### src/sv/aprq_pkg.sv
package aprq_pkg;

	localparam int PRIO_W = 6;
	localparam int DYN_W  = 8;

	typedef logic signed [PRIO_W-1:0] prio_t;
	typedef logic signed [DYN_W-1:0]  dyn_t;

	localparam prio_t PRIO_MIN  = prio_t'(-19);
	localparam prio_t PRIO_MAX  = prio_t'(19);
	localparam dyn_t  DYN_FLOOR = dyn_t'(-128);
	localparam dyn_t  AGE_STEP  = dyn_t'(1);

	typedef enum logic {
		CMD_ENQUEUE = 1'b0,
		CMD_PICK    = 1'b1
	} cmd_t;

	typedef enum logic [1:0] {
		STATUS_OK    = 2'd0,
		STATUS_FULL  = 2'd1,
		STATUS_EMPTY = 2'd2
	} status_t;

	typedef enum logic [2:0] {
		FSM_IDLE,
		FSM_SCAN,
		FSM_SETTLE,
		FSM_SHIFT,
		FSM_DRAIN
	} fsm_t;

endpackage

### src/sv/aprq_req_if.sv
interface aprq_req_if import aprq_pkg::*; #(
	parameter int ID_BITS = 8
) ();

	logic               valid;
	logic               ready;
	cmd_t               cmd;
	logic [ID_BITS-1:0] task_ident;
	prio_t              base_priority;

	modport source (output valid, output cmd, output task_ident, output base_priority,
		input ready);
	modport sink (input valid, input cmd, input task_ident, input base_priority,
		output ready);

endinterface

### src/sv/aprq_rsp_if.sv
interface aprq_rsp_if import aprq_pkg::*; #(
	parameter int ID_BITS = 8,
	parameter int OCC_W   = 5
) ();

	logic               valid;
	logic               ready;
	status_t            status;
	logic [ID_BITS-1:0] chosen_task;
	logic [OCC_W-1:0]   occupancy;

	modport source (output valid, output status, output chosen_task, output occupancy,
		input ready);
	modport sink (input valid, input status, input chosen_task, input occupancy,
		output ready);

endinterface

### src/sv/aging_priority_ready_queue_core.sv
// channel | dir | payload                              | handshake
// req     | in  | cmd, task_ident, base_priority       | valid/ready
// rsp     | out | status, chosen_task, occupancy       | valid/ready
//
// enqueue and picks on an empty queue load the result register in the accept cycle
// a pick reads every queued slot to scan the slot memory, settles the compare,
// then compacts and ages the remaining tasks with read/write steps, and drains the result
// these steps follow from the single-port read and single-port write slot memory
// arst_n clears the fill count, state and result valid flag; result payload and slot memory are not cleared
// rsp stalls hold the result; in idle, a new transaction is taken once the result can leave
module aging_priority_ready_queue_core import aprq_pkg::*; #(
	parameter int QUEUE_DEPTH = 16,
	parameter int ID_BITS     = 8
) (
	input  logic         clk,
	input  logic         arst_n,
	aprq_req_if.sink     req,
	aprq_rsp_if.source   rsp
);

	localparam int IDX_W = (QUEUE_DEPTH > 1) ? $clog2(QUEUE_DEPTH) : 1;
	localparam int CNT_W = $clog2(QUEUE_DEPTH + 1);

	typedef struct packed {
		logic [ID_BITS-1:0] task_id;
		prio_t              stat;
		dyn_t               dyn;
	} slot_t;

	slot_t slot_mem [QUEUE_DEPTH];

	fsm_t               fsm_q, fsm_nxt;
	logic [CNT_W-1:0]   cnt_q;
	logic [IDX_W-1:0]   idx_q;
	logic               cmp_vld_s1;
	logic               mv_vld_s1;
	logic [IDX_W-1:0]   rd_idx_s1;
	slot_t              rd_data_s1;
	logic [IDX_W-1:0]   best_idx_q;
	dyn_t               best_dyn_q;
	logic [ID_BITS-1:0] best_task_q;

	logic               out_vld_q;
	status_t            out_status_q;
	logic [ID_BITS-1:0] out_task_q;
	logic [CNT_W-1:0]   out_occ_q;

	logic               req_ready;
	logic               accept;
	logic               out_load;
	logic               mem_re;
	logic [IDX_W-1:0]   mem_raddr;
	logic               mem_we;
	logic [IDX_W-1:0]   mem_waddr;
	slot_t              mem_wdata;
	logic [IDX_W-1:0]   last_idx;
	logic [IDX_W-1:0]   shift_last;
	logic               full;
	prio_t              prio_clamped;
	dyn_t               dyn_aged;

	assign last_idx   = IDX_W'(cnt_q - CNT_W'(1));
	assign shift_last = IDX_W'(cnt_q - CNT_W'(2));
	assign full       = (cnt_q == CNT_W'(QUEUE_DEPTH));
	assign accept     = req.valid && req_ready;
	assign out_load   = (fsm_q == FSM_DRAIN) ||
		(fsm_q == FSM_IDLE && accept && (req.cmd == CMD_ENQUEUE || cnt_q == '0));

	always_comb begin
		if (req.base_priority < PRIO_MIN) begin
			prio_clamped = PRIO_MIN;
		end else if (req.base_priority > PRIO_MAX) begin
			prio_clamped = PRIO_MAX;
		end else begin
			prio_clamped = req.base_priority;
		end
	end

	assign dyn_aged = (rd_data_s1.dyn == DYN_FLOOR) ? DYN_FLOOR : dyn_t'(rd_data_s1.dyn - AGE_STEP);

	// next state
	always_comb begin
		fsm_nxt = fsm_q;
		unique case (fsm_q)
			FSM_IDLE: begin
				if (accept && req.cmd == CMD_PICK && cnt_q != '0) begin
					fsm_nxt = FSM_SCAN;
				end
			end
			FSM_SCAN: begin
				if (idx_q == last_idx) begin
					fsm_nxt = FSM_SETTLE;
				end
			end
			FSM_SETTLE: begin
				if (cnt_q == CNT_W'(1)) begin
					fsm_nxt = FSM_DRAIN;
				end else begin
					fsm_nxt = FSM_SHIFT;
				end
			end
			FSM_SHIFT: begin
				if (idx_q == shift_last) begin
					fsm_nxt = FSM_DRAIN;
				end
			end
			FSM_DRAIN: begin
				fsm_nxt = FSM_IDLE;
			end
			default: begin
				fsm_nxt = FSM_IDLE;
			end
		endcase
	end

	// outputs and memory control
	always_comb begin
		req_ready = 1'b0;
		mem_re    = 1'b0;
		mem_raddr = idx_q;
		mem_we    = 1'b0;
		mem_waddr = rd_idx_s1;
		mem_wdata = '{task_id: rd_data_s1.task_id, stat: rd_data_s1.stat, dyn: dyn_aged};
		unique case (fsm_q)
			FSM_IDLE: begin
				req_ready = !out_vld_q || rsp.ready;
				if (accept && req.cmd == CMD_ENQUEUE && !full) begin
					mem_we    = 1'b1;
					mem_waddr = cnt_q[IDX_W-1:0];
					mem_wdata = '{task_id: req.task_ident, stat: prio_clamped,
						dyn: dyn_t'(prio_clamped)};
				end
			end
			FSM_SCAN: begin
				mem_re = 1'b1;
			end
			FSM_SETTLE: begin
			end
			FSM_SHIFT: begin
				mem_re    = 1'b1;
				mem_raddr = (idx_q >= best_idx_q) ? IDX_W'(idx_q + 1'b1) : idx_q;
				mem_we    = mv_vld_s1;
			end
			FSM_DRAIN: begin
				mem_we = mv_vld_s1;
			end
			default: begin
			end
		endcase
	end

	always_ff @(posedge clk) begin
		if (mem_we) begin
			slot_mem[mem_waddr] <= mem_wdata;
		end
	end

	always_ff @(posedge clk) begin
		if (mem_re) begin
			rd_data_s1 <= slot_mem[mem_raddr];
		end
	end

	always_ff @(posedge clk or negedge arst_n) begin
		if (!arst_n) begin
			fsm_q      <= FSM_IDLE;
			cnt_q      <= '0;
			idx_q      <= '0;
			cmp_vld_s1 <= 1'b0;
			mv_vld_s1  <= 1'b0;
			out_vld_q  <= 1'b0;
		end else begin
			fsm_q      <= fsm_nxt;
			cmp_vld_s1 <= (fsm_q == FSM_SCAN);
			mv_vld_s1  <= (fsm_q == FSM_SHIFT);

			if (out_load) begin
				out_vld_q <= 1'b1;
			end else if (rsp.ready) begin
				out_vld_q <= 1'b0;
			end

			unique case (fsm_q)
				FSM_IDLE: begin
					idx_q <= '0;
					if (accept && req.cmd == CMD_ENQUEUE && !full) begin
						cnt_q <= CNT_W'(cnt_q + 1'b1);
					end
				end
				FSM_SCAN: begin
					idx_q <= (idx_q == last_idx) ? '0 : IDX_W'(idx_q + 1'b1);
				end
				FSM_SETTLE: begin
					idx_q <= '0;
				end
				FSM_SHIFT: begin
					idx_q <= IDX_W'(idx_q + 1'b1);
				end
				FSM_DRAIN: begin
					cnt_q <= CNT_W'(cnt_q - 1'b1);
				end
				default: begin
				end
			endcase
		end
	end

	// result payload and scan tracking
	always_ff @(posedge clk) begin
		rd_idx_s1 <= idx_q;

		if (cmp_vld_s1 && (rd_idx_s1 == '0 || rd_data_s1.dyn <= best_dyn_q)) begin
			best_idx_q  <= rd_idx_s1;
			best_dyn_q  <= rd_data_s1.dyn;
			best_task_q <= rd_data_s1.task_id;
		end

		if (fsm_q == FSM_IDLE && accept) begin
			out_task_q <= '0;
			if (req.cmd == CMD_ENQUEUE) begin
				out_status_q <= full ? STATUS_FULL : STATUS_OK;
				out_occ_q    <= full ? cnt_q : CNT_W'(cnt_q + 1'b1);
			end else begin
				out_status_q <= STATUS_EMPTY;
				out_occ_q    <= '0;
			end
		end else if (fsm_q == FSM_DRAIN) begin
			out_status_q <= STATUS_OK;
			out_task_q   <= best_task_q;
			out_occ_q    <= CNT_W'(cnt_q - 1'b1);
		end
	end

	assign req.ready       = req_ready;
	assign rsp.valid       = out_vld_q;
	assign rsp.status      = out_status_q;
	assign rsp.chosen_task = out_task_q;
	assign rsp.occupancy   = out_occ_q;

endmodule

### src/flat_wrapper.sv
// flat-port wrapper written by rule: the top's interface ports become plain ports
module aging_priority_ready_queue_core_flat import aprq_pkg::*;
#(
	parameter int QUEUE_DEPTH = 16,
	parameter int ID_BITS     = 8
)
  (clk, arst_n, req_valid, req_cmd, req_task_ident, req_base_priority, req_ready, rsp_valid, rsp_status, rsp_chosen_task, rsp_occupancy, rsp_ready);
  aprq_req_if #(.ID_BITS(ID_BITS)) req_i ();
  aprq_rsp_if #(.ID_BITS(ID_BITS), .OCC_W((5))) rsp_i ();
  input  logic clk;
  input  logic arst_n;
  input wire logic [$bits(req_i.valid)-1:0] req_valid;
  input wire logic [$bits(req_i.cmd)-1:0] req_cmd;
  input wire logic [$bits(req_i.task_ident)-1:0] req_task_ident;
  input wire logic [$bits(req_i.base_priority)-1:0] req_base_priority;
  output wire logic [$bits(req_i.ready)-1:0] req_ready;
  output wire logic [$bits(rsp_i.valid)-1:0] rsp_valid;
  output wire logic [$bits(rsp_i.status)-1:0] rsp_status;
  output wire logic [$bits(rsp_i.chosen_task)-1:0] rsp_chosen_task;
  output wire logic [$bits(rsp_i.occupancy)-1:0] rsp_occupancy;
  input wire logic [$bits(rsp_i.ready)-1:0] rsp_ready;
  assign req_i.valid = req_valid;
  assign req_i.cmd = req_cmd;
  assign req_i.task_ident = req_task_ident;
  assign req_i.base_priority = req_base_priority;
  assign req_ready = req_i.ready;
  assign rsp_valid = rsp_i.valid;
  assign rsp_status = rsp_i.status;
  assign rsp_chosen_task = rsp_i.chosen_task;
  assign rsp_occupancy = rsp_i.occupancy;
  assign rsp_i.ready = rsp_ready;
  aging_priority_ready_queue_core #(.QUEUE_DEPTH(QUEUE_DEPTH), .ID_BITS(ID_BITS)) u_core (.clk(clk), .arst_n(arst_n), .req(req_i), .rsp(rsp_i));
endmodule
### config.mk
export PLATFORM = sky130hd
export DESIGN_NAME = aging_priority_ready_queue_core_flat
export DESIGN_NICKNAME = d
export VERILOG_FILES = /design/src/sv/aprq_pkg.sv /design/src/sv/aprq_req_if.sv /design/src/sv/aprq_rsp_if.sv /design/src/sv/aging_priority_ready_queue_core.sv /design/src/flat_wrapper.sv
export SDC_FILE = /design/constraint.sdc
export NUM_CORES = 1
export LEC_CHECK = 0
export BUFFER_PORTS_ARGS = -buffer_cell sky130_fd_sc_hd__buf_2
export CORE_UTILIZATION = 35
export DETAILED_ROUTE_END_ITERATION = 8
export SLEW_MARGIN = 40
export SYNTH_ARGS = -nofsm -noshare
export SYNTH_HDL_FRONTEND = slang
export SYNTH_SLANG_ARGS = --single-unit
export TNS_END_PERCENT = 10
### constraint.sdc
create_clock -name clk -period 4.1 [get_ports clk]
set_input_delay 0.41 -clock clk [delete_from_list [all_inputs] [get_ports clk]]
set_output_delay 0.41 -clock clk [all_outputs]
set_load 0.05 [all_outputs]
# After elaboration in Yosys (flattened, before gate mapping)
# Memory sizes are Yosys's and may differ from the RTL's. A register that Yosys moved wholly into a read port is not among the register bits.
# Cells that the tools add are included.
# classes
add_sub_neg	5
bitwise_logic	1
eq_ne	13
order_cmp	4
n_mux	34
reduce_logical	27
# op_table
cell	n
2-to-1 mux 22 bit	2
2-to-1 mux 5 bit	5
2-to-1 mux 4 bit	5
2-to-1 mux 3 bit	4
2-to-1 mux 6 bit	2
one-hot mux 3 bit (4 select lines)	1
one-hot mux 4 bit (3 select lines)	1
one-hot mux 5 bit (2 select lines)	1
equality test 4 bit	2
equality test 8 bit (second input constant)	1
<= comparator 8 bit	1
logical AND 1 bit	8
2-to-1 mux 1 bit	8
2-to-1 mux 8 bit	1
subtractor 8 x 2 -> 8 bit (second input constant)	1
equality test 3 x 2 -> 1 bit (second input constant)	2
greater-than comparator 6 bit (second input constant)	1
< comparator 6 bit (second input constant)	1
2-to-1 mux 2 bit	3
nonzero test 2 bit	3
OR reduction 2 bit	3
adder 5 x 1 -> 5 bit (second input constant)	1
equality test 5 x 1 -> 1 bit (second input constant)	1
equality test 5 bit (second input constant)	1
other kinds (19)	25
# totals
input_bits	19
reg_bits	54
ramBits	352
word_cells	98
memories	1
# memory_table
memory	words	width	read_ports	rd_clocked_by_memory_dff	write_ports	line	text
u_core.slot_mem	16	22	1	1	1	aging_priority_ready_queue_core.sv:30	slot_t slot_mem [QUEUE_DEPTH];

# Logic depth before layout (Yosys ltp)
# depth
depth_word	10
depth_mapped	11

# Worst setup path before layout
# Ideal clock, no wire load.
# synth_timing
path_kind	register -> register
from	register u_core.fsm_q[1]
to	memory u_core.slot_mem[5][0] (netlist bit) (enable)
t_required_ns	3.712
setup_slack_ns	0.557
stages_incl_launch_ff	10
t_arrival_ns	3.154
synth_period_minus_slack_ns	3.543
path_cell_list	dfrtp_1 -> buf_2 -> or3_1 -> nor2_2 -> nand2_1 -> or3_1 -> clkbuf_1 -> nor2_1 -> a21oi_1 -> nor2_1
# synth_via
elab_chain_len	9
elab_cells_between_ends	14
# synth_rtl
element	line	text
start, declared	aging_priority_ready_queue_core.sv:32	fsm_t fsm_q, fsm_nxt;
start signal, assigned	aging_priority_ready_queue_core.sv:173	fsm_q <= fsm_nxt;
zero test 3 bit (*)	aging_priority_ready_queue_core.sv:124	unique case (fsm_q)
2-to-1 mux 1 bit (*)	aging_priority_ready_queue_core.sv:124	
via req_ready	flat_wrapper.sv:16	output wire logic [$bits(req_i.ready)-1:0] req_ready;
logical AND 1 bit (*)	aging_priority_ready_queue_core.sv:65	assign accept = req.valid && req_ready;
logical AND 1 bit (*) (2 in series)	aging_priority_ready_queue_core.sv:127	if (accept && req.cmd == CMD_ENQUEUE && !full) begin
2-to-1 mux 1 bit	aging_priority_ready_queue_core.sv:127	
one-hot mux 1 bit (2 select lines)	aging_priority_ready_queue_core.sv:124	
2-to-1 mux 1 bit	aging_priority_ready_queue_core.sv:153	if (mem_we) begin
2-to-1 mux 1 bit (implied by the code)	aging_priority_ready_queue_core.sv:154	slot_mem[mem_waddr] <= mem_wdata;
end, declared	aging_priority_ready_queue_core.sv:30	
# Mark *: on every way through the listed nets, which the timed path passes. The rest lies on a longest branch.

# Final worst setup path
# layout_timing
from	register u_core.idx_q[1]
to	register, netlist name u_core.rd_data_s1[0]
# layout_via
elab_chain_len	3
elab_cells_between_ends	4
# layout_rtl
element	line	text
start, declared	aging_priority_ready_queue_core.sv:34	logic [IDX_W-1:0] idx_q;
start signal, assigned	aging_priority_ready_queue_core.sv:191	idx_q <= (idx_q == last_idx) ? '0 : IDX_W'(idx_q + 1'b1);
start signal, assigned	aging_priority_ready_queue_core.sv:197	idx_q <= IDX_W'(idx_q + 1'b1);
adder 4 x 1 -> 4 bit or >= comparator 4 bit (tied branches)	aging_priority_ready_queue_core.sv:141	mem_raddr = (idx_q >= best_idx_q) ? IDX_W'(idx_q + 1'b1) : idx_q;
2-to-1 mux 4 bit	aging_priority_ready_queue_core.sv:141	
2-to-1 mux 4 bit (*)	aging_priority_ready_queue_core.sv:124	
# Mark *: on every way between the ends. The rest lies on a longest branch, timed or not.
# A chain may end at the register's enable or synchronous reset.

==> results.json <==
{
  "status": "finished, final reports clean",
  "period_share": 0.861,
  "criticalPathCategory": "reg2reg",
  "hold_violations": 0,
  "reg2reg_slack_ps": 570,
  "num_vias": 8644,
  "grt_remaining_overflow": 0,
  "die_w_um": 198,
  "cellPowerDensity_nw_per_um2": 815,
  "setup_tns_ps": 0,
  "grt_antenna_before_repair": 0,
  "initial_core_util": 0.357,
  "clk_latency_ps": 520,
  "reg2reg_to": "u_core.rd_data_s1[0]",
  "synthFlopType": "edfxtp_1",
  "power_mw": 12.8,
  "root_buffer": "clkbuf_16",
  "synth_common_cells": "edfxtp_1, nand2_1, nor2_1",
  "syn_area_per_cell_um2": 13.8,
  "row_count": 71,
  "ys_warn_count": 0,
  "clock.fmax_mhz": 283,
  "reg2regPathDepth": 9,
  "yosys.cell_count.top_type": "edfxtp_1",
  "syn_inst": 980,
  "ys_seq_area_frac": 0.711,
  "synth_edf_count": 299,
  "drt_iter0_markers": 877,
  "skew_ps": 22.1,
  "power_leakage_nw": 5.41,
  "dr.pass1.iters": 5,
  "io_buffer_count": 35,
  "wl_per_cell_um": 21.7,
  "grt_pass1_vias": 8626,
  "area_growth_pct": 16.1,
  "setup_viol": 0,
  "hpwl_um": 20200,
  "clock_sinks": 326,
  "cts_buffer_depth": 3,
  "ys_seq_elements": 326,
  "grt_usage": 0.178,
  "drt-total-wl_um": 34400,
  "diodes": 0,
  "htreeDepth": 2,
  "startpoint_type": "flip-flop",
  "netlist.area_leader.share": 0.665,
  "fin_util": 0.414,
  "cts_made_buffers": 35,
  "postRouteAntennaNets": 0,
  "rsz0062_at_grt": "false",
  "syn_area_um2": 13500,
  "post-cts-setup-buffer-count": 0,
  "via_per_inst": 5.46,
  "grt_pass1_wl_um": 51900,
  "final_nets": 1086,
  "ys_types": 63,
  "crit_fanout": 20,
  "routabilityCongestion": 0.803,
  "drive_gt1_frac": 0.158,
  "worstHoldStart": "req_valid",
  "cp.arrival_ps": 3910,
  "slew-limit-headroom": 0.432,
  "worstHoldEndpoint": "u_core.rsp.status[1]",
  "grt_max_degree": 64,
  "worst_pin_slew_ps": 851,
  "synth_top_cell_by_area": "edfxtp_1",
  "postSynth.asyncResetShare": 0.0460,
  "critPathCaptureType": "flip-flop",
  "min_path_cells": 2,
  "slew_violations": 0,
  "min_period_ps": 3530,
  "core_area_um2": 37800,
  "num_io_pins": 36,
  "die_area_um2": 39400,
  "cts.clk_slew.worst_paths_ps": 60,
  "drv_cap": 0,
  "synth_area_leaders": "edfxtp_1, nand2_1, dfrtp_1, a311oi_1, a221oi_1",
  "die_y_um": 198,
  "required_ps": 4480,
  "cts_tree": "built",
  "drc": 0,
  "syn_nets": 1020,
  "hp-class": "in2reg",
  "vdd_ir_drop_max_mv": 0.364,
  "r2r-start": "u_core.idx_q[1]"
}
-- worst max-delay path, stage by stage (launching register included) --
cell      delay [ps]
dfrtp_1          600
ha_1             330
o211ai_1         270
o21ai_1          190
nand2_1          270
mux2i_4          680
buf_4            390
o22ai_1          140
a311oi_1         350
or4_1            180
-- logic make-up (layout without fill, tap and decap cells) --
logic type	after synthesis	count (layout)	synth area share
xor gates and xnor gates	18	18	0.0117
and+or+nand+nor	322	322	0.113
DFF	326	326	0.711
AOI/OAI and AO/OA	207	207	0.112
buffers and inverters	76	169	0.0246
adders and majority gates	23	23	0.0209
muxes	8	8	0.00732
-- state kept, by name, indices dropped and copies added, names as in the netlist --
| signal | cells |
|---|---|
| u_core.slot_mem | 256 |
| u_core.rd_data_s1 | 16 |
| u_core.best_dyn_q | 8 |
| u_core.best_task_q | 8 |
| u_core.rsp.chosen_task | 8 |
| u_core.cnt_q | 5 |
| u_core.rsp.occupancy | 5 |
| u_core.best_idx_q | 4 |
| u_core.idx_q | 4 |
| u_core.rd_idx_s1 | 4 |
| u_core.fsm_q | 3 |
| u_core.rsp.status | 2 |
| u_core.cmp_vld_s1 | 1 |
| u_core.mv_vld_s1 | 1 |
| u_core.rsp.valid | 1 |
-- metal layers --
| metal | up-vias | wire [um] | part of all wire | GRT usage |
|---|---|---|---|---|
| li1 | 3940 | - | - | - |
| met1 | 4315 | 14700 | 0.43 | 0.232 |
| met3 | 59 | 2470 | 0.072 | 0.0331 |
| met5 | - | 0 | 0 | 0 |
| met2 | 330 | 16600 | 0.48 | 0.304 |
| met4 | 0 | 654 | 0.019 | 0.0447 |
-- final cells by class --
class                      instances  area [um2]
timing repair buffer              84         596
clock inverter                    16         134
fill                            3493       22200
sequential                       326        9590
clock buffer                      48         966
multi-input combinational        578        3670
inverter                          21        78.8
tap                              511         639
-- layout by cell type (no fill, tap or decap), types with 12 or more instances in the layout --
cell type  count
buf_2         35
nand2_1      153
clkbuf_16     36
a311oi_1      33
nor2_2        16
or4_1         15
dfrtp_1       15
nor3_1        26
a221oi_1      32
dfxtp_1       12
o22ai_1       35
ha_1          21
and3_1        20
buf_4         44
o22a_1        17
a21oi_1       27
edfxtp_1     299
nor2_1        24
nand3_1       24
o21ai_0       19
inv_1         19
-- power by group --
group	internal [mW]	switching (mW)	total, mW
Clock	1.73	1.26	3.00
Combinational	1.46	3.23	4.69
Sequential	4.80	0.299	5.10
-- worst max path at each step --
stage                               start                    end  slack (ps)  cells past startpoint
after floorplan           u_core.fsm_q[1]  u_core.slot_mem[5][0]         560                      9
after global placement    u_core.idx_q[1]   u_core.rd_data_s1[0]         680                      9
after CTS                 u_core.idx_q[1]   u_core.rd_data_s1[3]         610                      9
after detailed placement  u_core.idx_q[1]   u_core.rd_data_s1[0]         630                      9
after global routing      u_core.idx_q[1]   u_core.rd_data_s1[3]         350                      9
final                     u_core.idx_q[1]   u_core.rd_data_s1[0]         570                      9
-- what timing repair did --
action / 4_1_cts / 5_1_grt
setup endpoints to repair: 0 / 0
hold buffers: 1 / 0
gates resized for setup: 0 / 0
endpoints found under the hold margin: 15 / 0
-- stage by stage --
| step | instances | worst slack, ps | hold WS [ps] | instance area, um2 |
|---|---|---|---|---|
| final | 1584 | 569 | 248 | 15700 |
| after global routing | 1584 | 352 | 249 | 15700 |
| after CTS | 1584 | 614 | 230 | 15700 |
| after detailed placement | 1519 | 626 | 365 | 14600 |
| after global placement | 1519 | 684 | 359 | 14500 |
| after floorplan | 980 | 557 | 114 | 13500 |
No activity file was read; power rests on OpenSTA's default activity.
